`src/rse_pkg.sv`:
```
// shared types and constants for the bitmap row span extractor
// no dependencies; imported by the interfaces and every module

package rse_pkg;

	localparam int CFG_W      = 13;       // width of the size registers
	localparam int FIELD_W    = 12;       // width of row and column fields on output
	localparam int LANES      = 8;        // pixels per byte, one lane each
	localparam int CALC_W     = CFG_W + 1; // column arithmetic, holds column plus a byte
	localparam int NUM_SLOTS  = LANES + 1; // one close per lane plus the row-end close
	localparam int FIFO_DEPTH = 4;
	localparam int CFG_IDX_W  = 2;

	localparam int MAX_WIDTH_DEF  = 4096;
	localparam int MAX_HEIGHT_DEF = 4096;

	localparam logic [CFG_W-1:0] IMAGE_WIDTH_RST  = CFG_W'(4096);
	localparam logic [CFG_W-1:0] IMAGE_HEIGHT_RST = CFG_W'(4096);

	typedef enum logic [CFG_IDX_W-1:0] {
		REG_IMAGE_WIDTH  = 2'd0,
		REG_IMAGE_HEIGHT = 2'd1,
		REG_MSB_FIRST    = 2'd2
	} cfg_reg_t;

	// run state handed from lane to lane
	typedef struct packed {
		logic               run;
		logic [FIELD_W-1:0] start;
	} run_t;

	// what one lane found
	typedef struct packed {
		logic               close;
		logic [FIELD_W-1:0] first;
		logic [FIELD_W-1:0] final_col;
	} lane_res_t;

	// all spans caused by one byte
	typedef struct packed {
		logic [NUM_SLOTS-1:0]              mask;
		logic [NUM_SLOTS-1:0][FIELD_W-1:0] first;
		logic [NUM_SLOTS-1:0][FIELD_W-1:0] final_col;
		logic [FIELD_W-1:0]                row;
	} group_t;

	typedef struct packed {
		logic [FIELD_W-1:0] span_row;
		logic [FIELD_W-1:0] span_first;
		logic [FIELD_W-1:0] span_final;
		logic               last_span;
	} span_t;

endpackage

```
`src/rse_if.sv`:
```
// valid/ready channels for pixel bytes and spans
// depends on rse_pkg

interface rse_pixel_if import rse_pkg::*; ();
	logic       valid;
	logic       ready;
	logic [7:0] pixel_byte;

	modport source (output valid, output pixel_byte, input ready);
	modport sink (input valid, input pixel_byte, output ready);
endinterface

interface rse_span_if import rse_pkg::*; ();
	logic               valid;
	logic               ready;
	logic [FIELD_W-1:0] span_row;
	logic [FIELD_W-1:0] span_first;
	logic [FIELD_W-1:0] span_final;
	logic               last_span;

	modport source (output valid, output span_row, output span_first, output span_final,
		output last_span, input ready);
	modport sink (input valid, input span_row, input span_first, input span_final,
		input last_span, output ready);
endinterface

```
`src/rse_lane.sv`:
```
// one pixel lane: detects run open and close at a single column
// depends on rse_pkg

module rse_lane import rse_pkg::*; (
	input  logic              pix,
	input  logic              active,
	input  logic [CALC_W-1:0] col,
	input  run_t              chain_in,
	output run_t              chain_out,
	output lane_res_t         res
);

	logic              opens;
	logic [CALC_W-1:0] col_m1;

	assign opens  = active & pix & ~chain_in.run;
	assign col_m1 = col - CALC_W'(1);

	always_comb begin
		chain_out.run   = active ? pix : chain_in.run;
		chain_out.start = opens ? col[FIELD_W-1:0] : chain_in.start;
		res.close       = active & ~pix & chain_in.run;
		res.first       = chain_in.start;
		res.final_col   = col_m1[FIELD_W-1:0];
	end

endmodule

```
`src/rse_merge.sv`:
```
// span group register: holds the spans of one byte and hands them out one a cycle while the queue is not full
// depends on rse_pkg

module rse_merge import rse_pkg::*; (
	input  logic   clk,
	input  logic   arst_n,
	input  logic   load,
	input  group_t group_in,
	input  logic   fifo_full,
	output logic   can_load,
	output logic   push,
	output span_t  span
);

	logic [NUM_SLOTS-1:0]              mask_s1;
	logic [NUM_SLOTS-1:0][FIELD_W-1:0] first_s1;
	logic [NUM_SLOTS-1:0][FIELD_W-1:0] final_s1;
	logic [FIELD_W-1:0]                row_s1;

	logic [NUM_SLOTS-1:0] pick_oh;
	logic [NUM_SLOTS-1:0] remaining;

	// lowest pending slot first, which is column order
	assign pick_oh   = mask_s1 & (~mask_s1 + NUM_SLOTS'(1));
	assign remaining = mask_s1 & ~pick_oh;
	assign push      = (mask_s1 != '0) & ~fifo_full;
	assign can_load  = (mask_s1 == '0) | (push & (remaining == '0));

	always_comb begin
		span.span_row   = row_s1;
		span.span_first = '0;
		span.span_final = '0;
		span.last_span  = (remaining == '0);
		for (int i = 0; i < NUM_SLOTS; i++) begin
			span.span_first = span.span_first | (first_s1[i] & {FIELD_W{pick_oh[i]}});
			span.span_final = span.span_final | (final_s1[i] & {FIELD_W{pick_oh[i]}});
		end
	end

	always_ff @(posedge clk or negedge arst_n) begin
		if (!arst_n) begin
			mask_s1 <= '0;
		end else if (load) begin
			mask_s1 <= group_in.mask;
		end else if (push) begin
			mask_s1 <= remaining;
		end
	end

	always_ff @(posedge clk) begin
		if (load) begin
			first_s1 <= group_in.first;
			final_s1 <= group_in.final_col;
			row_s1   <= group_in.row;
		end
	end

endmodule

```
`src/rse_span_fifo.sv`:
```
// short span queue in front of the output channel
// depends on rse_pkg and rse_if

module rse_span_fifo import rse_pkg::*; (
	input  logic        clk,
	input  logic        arst_n,
	input  logic        push,
	input  span_t       span,
	output logic        full,
	rse_span_if.source  span_out
);

	localparam int PTR_W = $clog2(FIFO_DEPTH);
	localparam int CNT_W = $clog2(FIFO_DEPTH + 1);

	span_t              mem [FIFO_DEPTH];
	logic [PTR_W-1:0]   wr_ptr_q;
	logic [PTR_W-1:0]   rd_ptr_q;
	logic [CNT_W-1:0]   count_q;
	logic               pop;
	span_t              head;

	assign full = (count_q == CNT_W'(FIFO_DEPTH));
	assign pop  = span_out.valid & span_out.ready;
	assign head = mem[rd_ptr_q];

	assign span_out.valid      = (count_q != '0);
	assign span_out.span_row   = head.span_row;
	assign span_out.span_first = head.span_first;
	assign span_out.span_final = head.span_final;
	assign span_out.last_span  = head.last_span;

	always_ff @(posedge clk or negedge arst_n) begin
		if (!arst_n) begin
			wr_ptr_q <= '0;
			rd_ptr_q <= '0;
			count_q  <= '0;
		end else begin
			if (push) begin
				wr_ptr_q <= (wr_ptr_q == PTR_W'(FIFO_DEPTH - 1)) ? '0 : wr_ptr_q + PTR_W'(1);
			end
			if (pop) begin
				rd_ptr_q <= (rd_ptr_q == PTR_W'(FIFO_DEPTH - 1)) ? '0 : rd_ptr_q + PTR_W'(1);
			end
			if (push && !pop) begin
				count_q <= count_q + CNT_W'(1);
			end else if (pop && !push) begin
				count_q <= count_q - CNT_W'(1);
			end
		end
	end

	always_ff @(posedge clk) begin
		if (push) begin
			mem[wr_ptr_q] <= span;
		end
	end

endmodule

```
`src/bitmap_row_span_extractor_core.sv`:
```
// bitmap row span extractor: eight pixel lanes per byte, span group register, span queue
// spans of a byte pass through the span group register, then the span queue, to span_out
// flow: one byte per cycle while the group register can load; its spans leave one per
// cycle while the queue is not full, stalling pixel_in until the last one is queued
// reset: asynchronous, clears run, column and row state and the queue; registers take
// image_width 4096, image_height 4096, msb_first 0

module bitmap_row_span_extractor_core import rse_pkg::*; #(
	parameter int MAX_WIDTH  = MAX_WIDTH_DEF,
	parameter int MAX_HEIGHT = MAX_HEIGHT_DEF
) (
	input  logic                 clk,
	input  logic                 arst_n,
	input  logic                 cfg_we,
	input  logic [CFG_IDX_W-1:0] cfg_idx,
	input  logic [CFG_W-1:0]     cfg_data,
	rse_pixel_if.sink            pixel_in,
	rse_span_if.source           span_out
);

	logic [CFG_W-1:0]   image_width_q;
	logic [CFG_W-1:0]   image_height_q;
	logic               msb_first_q;

	logic               run_open_q;
	logic [FIELD_W-1:0] run_start_q;
	logic [CFG_W-1:0]   column_q;
	logic [CFG_W-1:0]   row_q;

	logic [CFG_W-1:0]   eff_w;
	logic [CFG_W-1:0]   eff_h;
	logic [LANES-1:0]   pix;
	logic [LANES-1:0]   active;
	logic [CALC_W-1:0]  col [LANES];
	run_t               chain [LANES+1];
	lane_res_t          res [LANES];

	logic               row_end;
	logic               end_close;
	logic [CALC_W-1:0]  end_base;
	logic [CALC_W-1:0]  end_col;
	logic [CALC_W-1:0]  row_inc;
	group_t             group;
	logic               accept;
	logic               load;
	logic               can_load;
	logic               fifo_full;
	logic               push;
	span_t              span;

	// configuration
	always_ff @(posedge clk or negedge arst_n) begin
		if (!arst_n) begin
			image_width_q  <= IMAGE_WIDTH_RST;
			image_height_q <= IMAGE_HEIGHT_RST;
			msb_first_q    <= 1'b0;
		end else if (cfg_we) begin
			case (cfg_reg_t'(cfg_idx))
				REG_IMAGE_WIDTH:  image_width_q  <= cfg_data;
				REG_IMAGE_HEIGHT: image_height_q <= cfg_data;
				REG_MSB_FIRST:    msb_first_q    <= cfg_data[0];
				default: ;
			endcase
		end
	end

	always_comb begin
		if (image_width_q == '0) begin
			eff_w = CFG_W'(1);
		end else if (32'(image_width_q) > MAX_WIDTH) begin
			eff_w = CFG_W'(MAX_WIDTH);
		end else begin
			eff_w = image_width_q;
		end
		if (image_height_q == '0) begin
			eff_h = CFG_W'(1);
		end else if (32'(image_height_q) > MAX_HEIGHT) begin
			eff_h = CFG_W'(MAX_HEIGHT);
		end else begin
			eff_h = image_height_q;
		end
	end

	// lanes
	assign chain[0].run   = run_open_q;
	assign chain[0].start = run_start_q;

	for (genvar b = 0; b < LANES; b++) begin : g_lane
		assign pix[b]    = msb_first_q ? pixel_in.pixel_byte[LANES-1-b] : pixel_in.pixel_byte[b];
		assign col[b]    = CALC_W'(column_q) + CALC_W'(b);
		assign active[b] = col[b] < CALC_W'(eff_w);

		rse_lane u_lane (
			.pix       (pix[b]),
			.active    (active[b]),
			.col       (col[b]),
			.chain_in  (chain[b]),
			.chain_out (chain[b+1]),
			.res       (res[b])
		);
	end

	// row end closes whatever is still open at the last pixel seen
	assign row_end   = (CALC_W'(column_q) + CALC_W'(LANES)) >= CALC_W'(eff_w);
	assign end_close = row_end & chain[LANES].run;
	assign end_base  = (column_q >= eff_w) ? CALC_W'(column_q) : CALC_W'(eff_w);
	assign end_col   = end_base - CALC_W'(1);
	assign row_inc   = CALC_W'(row_q) + CALC_W'(1);

	always_comb begin
		group.row = row_q[FIELD_W-1:0];
		for (int i = 0; i < LANES; i++) begin
			group.mask[i]      = res[i].close;
			group.first[i]     = res[i].first;
			group.final_col[i] = res[i].final_col;
		end
		group.mask[LANES]      = end_close;
		group.first[LANES]     = chain[LANES].start;
		group.final_col[LANES] = end_col[FIELD_W-1:0];
	end

	assign pixel_in.ready = can_load;
	assign accept         = pixel_in.valid & can_load;
	assign load           = accept & (group.mask != '0);

	always_ff @(posedge clk or negedge arst_n) begin
		if (!arst_n) begin
			run_open_q  <= 1'b0;
			run_start_q <= '0;
			column_q    <= '0;
			row_q       <= '0;
		end else if (accept) begin
			run_start_q <= chain[LANES].start;
			if (row_end) begin
				run_open_q <= 1'b0;
				column_q   <= '0;
				row_q      <= (row_inc >= CALC_W'(eff_h)) ? '0 : row_inc[CFG_W-1:0];
			end else begin
				run_open_q <= chain[LANES].run;
				column_q   <= column_q + CFG_W'(LANES);
			end
		end
	end

	rse_merge u_merge (
		.clk       (clk),
		.arst_n    (arst_n),
		.load      (load),
		.group_in  (group),
		.fifo_full (fifo_full),
		.can_load  (can_load),
		.push      (push),
		.span      (span)
	);

	rse_span_fifo u_fifo (
		.clk      (clk),
		.arst_n   (arst_n),
		.push     (push),
		.span     (span),
		.full     (fifo_full),
		.span_out (span_out)
	);

endmodule

```
`src/flat_wrapper.sv`:
```
// flat-port wrapper written by rule: the top's interface ports become plain ports
module bitmap_row_span_extractor_core_flat import rse_pkg::*;
#(
	parameter int MAX_WIDTH  = MAX_WIDTH_DEF,
	parameter int MAX_HEIGHT = MAX_HEIGHT_DEF
)
  (clk, arst_n, cfg_we, cfg_idx, cfg_data, pixel_in_valid, pixel_in_pixel_byte, pixel_in_ready, span_out_valid, span_out_span_row, span_out_span_first, span_out_span_final, span_out_last_span, span_out_ready);
  rse_pixel_if pixel_in_i ();
  rse_span_if span_out_i ();
  input  logic clk;
  input  logic arst_n;
  input  logic cfg_we;
  input  logic [CFG_IDX_W-1:0] cfg_idx;
  input  logic [CFG_W-1:0] cfg_data;
  input wire logic [$bits(pixel_in_i.valid)-1:0] pixel_in_valid;
  input wire logic [$bits(pixel_in_i.pixel_byte)-1:0] pixel_in_pixel_byte;
  output wire logic [$bits(pixel_in_i.ready)-1:0] pixel_in_ready;
  output wire logic [$bits(span_out_i.valid)-1:0] span_out_valid;
  output wire logic [$bits(span_out_i.span_row)-1:0] span_out_span_row;
  output wire logic [$bits(span_out_i.span_first)-1:0] span_out_span_first;
  output wire logic [$bits(span_out_i.span_final)-1:0] span_out_span_final;
  output wire logic [$bits(span_out_i.last_span)-1:0] span_out_last_span;
  input wire logic [$bits(span_out_i.ready)-1:0] span_out_ready;
  assign pixel_in_i.valid = pixel_in_valid;
  assign pixel_in_i.pixel_byte = pixel_in_pixel_byte;
  assign pixel_in_ready = pixel_in_i.ready;
  assign span_out_valid = span_out_i.valid;
  assign span_out_span_row = span_out_i.span_row;
  assign span_out_span_first = span_out_i.span_first;
  assign span_out_span_final = span_out_i.span_final;
  assign span_out_last_span = span_out_i.last_span;
  assign span_out_i.ready = span_out_ready;
  bitmap_row_span_extractor_core #(.MAX_WIDTH(MAX_WIDTH), .MAX_HEIGHT(MAX_HEIGHT)) u_core (.clk(clk), .arst_n(arst_n), .cfg_we(cfg_we), .cfg_idx(cfg_idx), .cfg_data(cfg_data), .pixel_in(pixel_in_i), .span_out(span_out_i));
endmodule
```
`config.mk`:
```
export PLATFORM = sky130hd
export DESIGN_NAME = bitmap_row_span_extractor_core_flat
export DESIGN_NICKNAME = d
export VERILOG_FILES = /design/src/rse_pkg.sv /design/src/rse_if.sv /design/src/rse_lane.sv /design/src/rse_merge.sv /design/src/rse_span_fifo.sv /design/src/bitmap_row_span_extractor_core.sv /design/src/flat_wrapper.sv
export SDC_FILE = /design/constraint.sdc
export NUM_CORES = 1
export LEC_CHECK = 0
export BUFFER_PORTS_ARGS = -buffer_cell sky130_fd_sc_hd__buf_4
export CORE_MARGIN = 2
export CORE_UTILIZATION = 60
export CTS_BUF_LIST = sky130_fd_sc_hd__clkbuf_2
export CTS_CLUSTER_SIZE = 24
export DETAILED_ROUTE_END_ITERATION = 12
export PLACE_DENSITY = 0.86
export SKIP_LAST_GASP = 1
export SLEW_MARGIN = 5
export SYNTH_ARGS = -nofsm -noshare
export SYNTH_HDL_FRONTEND = slang
export SYNTH_SLANG_ARGS = --single-unit
```
`constraint.sdc`:
```
create_clock -name clk -period 18.2 [get_ports clk]
set_clock_uncertainty 0.15 [all_clocks]
set_input_delay 2.73 -clock clk [delete_from_list [all_inputs] [get_ports clk]]
set_output_delay 2.73 -clock clk [all_outputs]
set_load 0.02 [all_outputs]
```
== Word-level counts from Yosys, hierarchy flattened ==
Memory sizes are Yosys's and may differ from the RTL's.
Cells that the tools add are included.

* Add/sub/neg operators: 24
* Order comparisons: 13
* Equal/unequal tests: 5
* Multiplexer cells: 40
* Bitwise operators: 94
* Reduce and logical (&&, ||, !) cells: 18

{| class="wikitable"
|+ Operator list
! kind !! count
|-
| 12-bit AND || 18
|-
| 12-bit bitwise OR || 16
|-
| 12-bit two-way mux || 9
|-
| 12-bit by 1-bit subtractor with 12-bit output, second input constant || 9
|-
| 14-bit by 13-bit < comparator with 1-bit output || 7
|-
| 13-bit two-way mux || 6
|-
| 13-bit by 3-bit adder with 14-bit output, second input constant || 4
|-
| 1-bit AND || 38
|-
| 13-bit by 1-bit adder with 14-bit output, second input constant || 2
|-
| 13-bit by 2-bit adder with 14-bit output, second input constant || 2
|-
| 14-bit by 13-bit >= comparator with 1-bit output || 2
|-
| 13-bit greater-than comparator, second input constant || 2
|-
| 13-bit zero test || 2
|-
| 1-bit two-way mux || 19
|-
| 9-bit AND || 2
|-
| 9-bit zero test || 2
|-
| 9-bit two-way mux || 2
|-
| 9-bit inverter || 2
|-
| 9-bit nonzero test || 2
|-
| 1-bit inverter || 17
|-
| 13-bit by 4-bit adder with 14-bit output, second input constant || 1
|-
| 13-bit by 4-bit adder with 13-bit output, second input constant || 1
|-
| 13-bit >= comparator || 1
|-
| 13-bit < comparator || 1
|-
| 16 further kinds || 27
|}

* Register bits after elaboration: 310
* Bits in writable memories: 148
* Input port bits: 28
* Output and inout port bits: 39
* Logic and storage cells: 225
* Memories kept: 1

{| class="wikitable"
|+ Memories
! memory !! depth !! width !! rd ports !! clocked after Yosys merged registers in !! write ports !! line !! text
|-
| u_core.u_fifo.mem || 4 || 37 || 1 || 0 || 1 || rse_span_fifo.sv:16 || <nowiki>span_t mem [FIFO_DEPTH];</nowiki>
|}

== Logic depth before layout (Yosys ltp) ==
* Word-level depth: 16
* Mapped depth: 19
* Mapped depth without buffers: 15

== Hierarchy ==
Synthesis repeated with hierarchy kept, for this count alone.

* Cells, all modules: 1,817
* Area, all modules: 23,615.1 um^2

{| class="wikitable"
|+ Modules (own cells, without submodules)
! module !! instances !! cells each !! area an instance (um^2) !! seq. area each (um^2)
|-
| rse_merge || 1 || 526 || 8,904.8 || 7,071.8
|-
| rse_span_fifo || 1 || 230 || 5,751.8 || 4,619.4
|-
| bitmap_row_span_extractor_core || 1 || 581 || 5,165.0 || 1,579.0
|-
| rse_lane || 8 || 60 || 474.2 || 0.0
|}

== Worst setup path after synthesis ==
No wires, ideal clock.

* Kind: in2reg
* Start: input pixel_in_pixel_byte[6]
* End: register u_core.u_merge.final_s1[100] in the netlist's numbering, enable pin
* Data arrival time: 12.700 ns
* Required time: 17.270 ns
* Path slack: 4.570 ns
* Stages on the path: 8
* Buffers on the path: 0
* Cells stage by stage: mux2_2 -> nand4_1 -> nor2_1 -> a311o_1 -> a21oi_1 -> nor3_1 -> o31ai_1 -> o22ai_1

* Cells in the longest elaborated chain, start to end: 11

{| class="wikitable"
|+ RTL lines
! item !! line !! text
|-
| start: declaration || flat_wrapper.sv:16 || <nowiki>input wire logic [$bits(pixel_in_i.pixel_byte)-1:0] pixel_in_pixel_byte;</nowiki>
|-
| 1-bit two-way mux || bitmap_row_span_extractor_core.sv:89 || <nowiki>assign pix[b] = msb_first_q ? pixel_in.pixel_byte[LANES-1-b] : pixel_in.pixel_byte[b];</nowiki>
|-
| 1-bit two-way mux (7 in a row) || rse_lane.sv:20 || <nowiki>chain_out.run = active ? pix : chain_in.run;</nowiki>
|-
| 1-bit AND || bitmap_row_span_extractor_core.sv:105 || <nowiki>assign end_close = row_end & chain[LANES].run;</nowiki>
|-
| 9-bit nonzero test (*) || bitmap_row_span_extractor_core.sv:124 || <nowiki>assign load = accept & (group.mask != '0);</nowiki>
|-
| 1-bit AND (*) || bitmap_row_span_extractor_core.sv:124 ||
|-
| via u_core.load || bitmap_row_span_extractor_core.sv:45 || <nowiki>logic load;</nowiki>
|-
| end signal: assignment || rse_merge.sv:53 || <nowiki>final_s1 <= group_in.final_col;</nowiki>
|-
| end: declaration || rse_merge.sv:17 || <nowiki>logic [NUM_SLOTS-1:0][FIELD_W-1:0] final_s1;</nowiki>
|}

The timed path passes the listed nets; every way through them passes the cells marked *.
A chain may end at the register's enable or synchronous reset.

==> metrics <==
Area Overhead vs Synth 8.40%; top_reg_cell synth edfxtp_1; Seq cells post-synth 406; cell taking the most area after synthesis edfxtp_1; Worst Setup Path Type flip-flop to output pin; number of global-route vias before repair 12463; Final Max Tran Viols 0; Routed Wire Length 42.4 mm; Fin. Hold Viols 0; clk root buf clkbuf_2; CP max stage delay 740 ps; Die Width 184 µm; Worst Max-Slew Pin Slew 1260 ps; port bufs 66; die height 184 µm; Top Metal Used met4; die area 0.0337 mm²; Num CTS Buffers 93; filler cell count in the final layout 2145; Crit Path Max Fanout 20; via count 12358; dpl hpwl 27.7 mm; Post-synth EDFFs 327; layout cells sized above 1 27.2%; CP required 15320 ps; post-CTS resize count 0; insertion delay to the later sink of the worst-skew pair 970 ps; worst path cell trace or2_1, nand2b_1, or3_1, nor3_1, o31a_1, a21o_1, buf_4; share of Yosys cell area claimed by the top area cell type 50.7%; leak pwr 0.00836 µW; post-cts hold buffer count 0; Worst VDD drop 123 µV; most common cell after layout, fill and taps aside edfxtp_1; PwrDens 201 mW/mm²; num rows 65; Rel. slew slack 16.0%; Worst Hold Class flip-flop to flip-flop; CP Data Arrival Time 3970 ps; wire length on met1 17.9 mm; Synth Net Count 1497; mapped cell area 0.0194 mm²; fmax 146 MHz; metal3 WL 3.20 mm; drt drc 0; initial drt markers 1290; crit path launch type flip-flop; syn avg cell area 13.8 µm²; 1st-pass router iterations 8; Cell variety after synth 78; RSZ-0062 raised after global routing false; Sink Count 406; core footprint 0.0316 mm²; clk slew on worst S/H paths 130 ps; part of the cycle the worst path needs 37.6%; Final Wtd Congestion 0.946; Worst Path Buf+Inv 1; status finished clean; Min Hold Slack 328 ps; CTS max path bufs 3; antenna violations before repair 1; per-cell routed wire length 21.8 µm; Critical Path Sink Type output pin; final setup fails 0; # nets final 1557; register area share after synthesis 60.9%; post-route minimum period 6850 ps; # H-tree levels 3; Post-CTS Setup Bufs 0; vias per cell 6.35; largest net degree at the start of global routing 103; Crit-path slowest cell dfrtp_1; synth warn 0; global-route wire length before repair 66.9 mm; total gr overflow 0; setup TNS 0 ps; Top Ports 67; cell family with most CP delay simple AND/OR/NAND/NOR gates; Routed met2 length 20.2 mm; dominant cells by area after synthesis edfxtp_1, dfrtp_1, mux2_2; Synth async-reset ratio 19.5%; ANT nets after route 0; most frequent cells in the layout edfxtp_1, clkbuf_2, nand2_1, buf_4, mux2_2; Mapped Cells 1404; maxcap violations 0; CTS tree yes; total track usage 25.7%; Initial Utilization 61.2%
==> per-stage QoR <==
| stage | instance area [µm²] | power, µW | instances | setup WS, ps | utilization, % |
|---|---|---|---|---|---|
| after floorplan | 19400 | 3140 | 1404 | 4570 | - |
| after global placement | 20100 | 3540 | 1771 | 11360 | 63.5 |
| after detailed placement | 20100 | 3640 | 1771 | 11240 | 63.5 |
| after CTS | 21000 | 4220 | 1944 | 11410 | 66.4 |
| after global routing | 21000 | 4450 | 1945 | 11240 | 66.4 |
| final | 21000 | 4220 | 1945 | 11350 | 66.4 |
==> path summary, 6_finish.rpt <==
kind	cells after the start	from	slack [ps]	endpoint
worst min register to register	0	u_core.run_start_q[3]	330	u_core.u_merge.first_s1[3]
worst max-delay path	7	u_core.u_merge.mask_s1[1]	11350	pixel_in_ready
worst min-delay path	0	u_core.run_start_q[3]	330	u_core.u_merge.first_s1[3]
min in group asynchronous	1	arst_n	1830	u_core.run_start_q[4]
worst max register to register	14	u_core.image_width_q[12]	11780	u_core.u_merge.final_s1[6]
max in group asynchronous	1	arst_n	15330	u_core.u_fifo.rd_ptr_q[0]
==> power by group <==
group / leakage (µW) / switching, µW / internal [µW]
sequential: 0.00414 / 185 / 1710
combinational: 0.00354 / 1090 / 654
clock: 0.000683 / 350 / 232
==> logic make-up (layout without fill, tap and decap cells) <==
family,Yosys count,count (layout),share of synthesized area [%]
AOI/OAI and AO/OA,267,267,10.3
xor gates and xnor gates,38,38,1.72
adders and majority gates,66,66,4.29
buffers and inverters,145,283,2.91
DFF,406,406,60.9
muxes,152,152,11.3
other,0,1,0
and+or+nand+nor,330,330,8.58
==> per-layer routing <==
layer,up-vias,track usage [%]
met1,6139,35.8
met5,-,0
li1,5577,-
met4,0,10.3
met3,89,4.34
met2,553,41.0
==> worst register-to-register path, stage by stage (launching register included) <==
cell and delay (ps):
dfstp_2 650, inv_1 230, nand2_1 320, ha_1 350, and3_1 220, a221oi_1 380, o21ai_1 210, o21bai_1 380
a311o_1 360, a21oi_1 190, nor3_1 290, o31ai_1 180, o22ai_4 130, buf_4 770, buf_4 1100
==> Yosys cell counts, drive strengths merged (25+ instances only) <==
master	number
edfxtp	327
clkbuf	108
mux2	108
nand2	105
dfrtp	77
ha	64
o21ai	64
nor2	48
a221o	42
nand3	41
mux4	37
a21oi	25
==> registers in the layout, indices dropped and copies added, names as in the netlist, 2 cells and up <==
register                 flops
u_core.u_merge.mask_s1       9
u_core.u_merge.final_s1     59
u_core.image_height_q       13
u_core.u_merge.first_s1    108
u_core.u_fifo.mem          148
u_core.run_start_q          12
u_core.u_fifo.count_q        3
u_core.u_merge.row_s1       12
u_core.u_fifo.wr_ptr_q       2
u_core.column_q             10
u_core.image_width_q        13
u_core.u_fifo.rd_ptr_q       2
u_core.row_q                13
==> area by class of cell <==
| cell class | count | area [µm²] | area share [%] |
|---|---|---|---|
| Multi-Input combinational cell | 853 | 7050 | 33.6 |
| Sequential cell | 406 | 11800 | 56.2 |
| Antenna cell | 1 | 2.50 | 0.0119 |
| Clock buffer | 147 | 736 | 3.50 |
| Tap cell | 402 | 503 | 2.40 |
| Clock inverter | 26 | 156 | 0.745 |
| Inverter | 21 | 78.8 | 0.375 |
| Timing Repair Buffer | 89 | 668 | 3.18 |
Power figures use the tool's default switching activity.
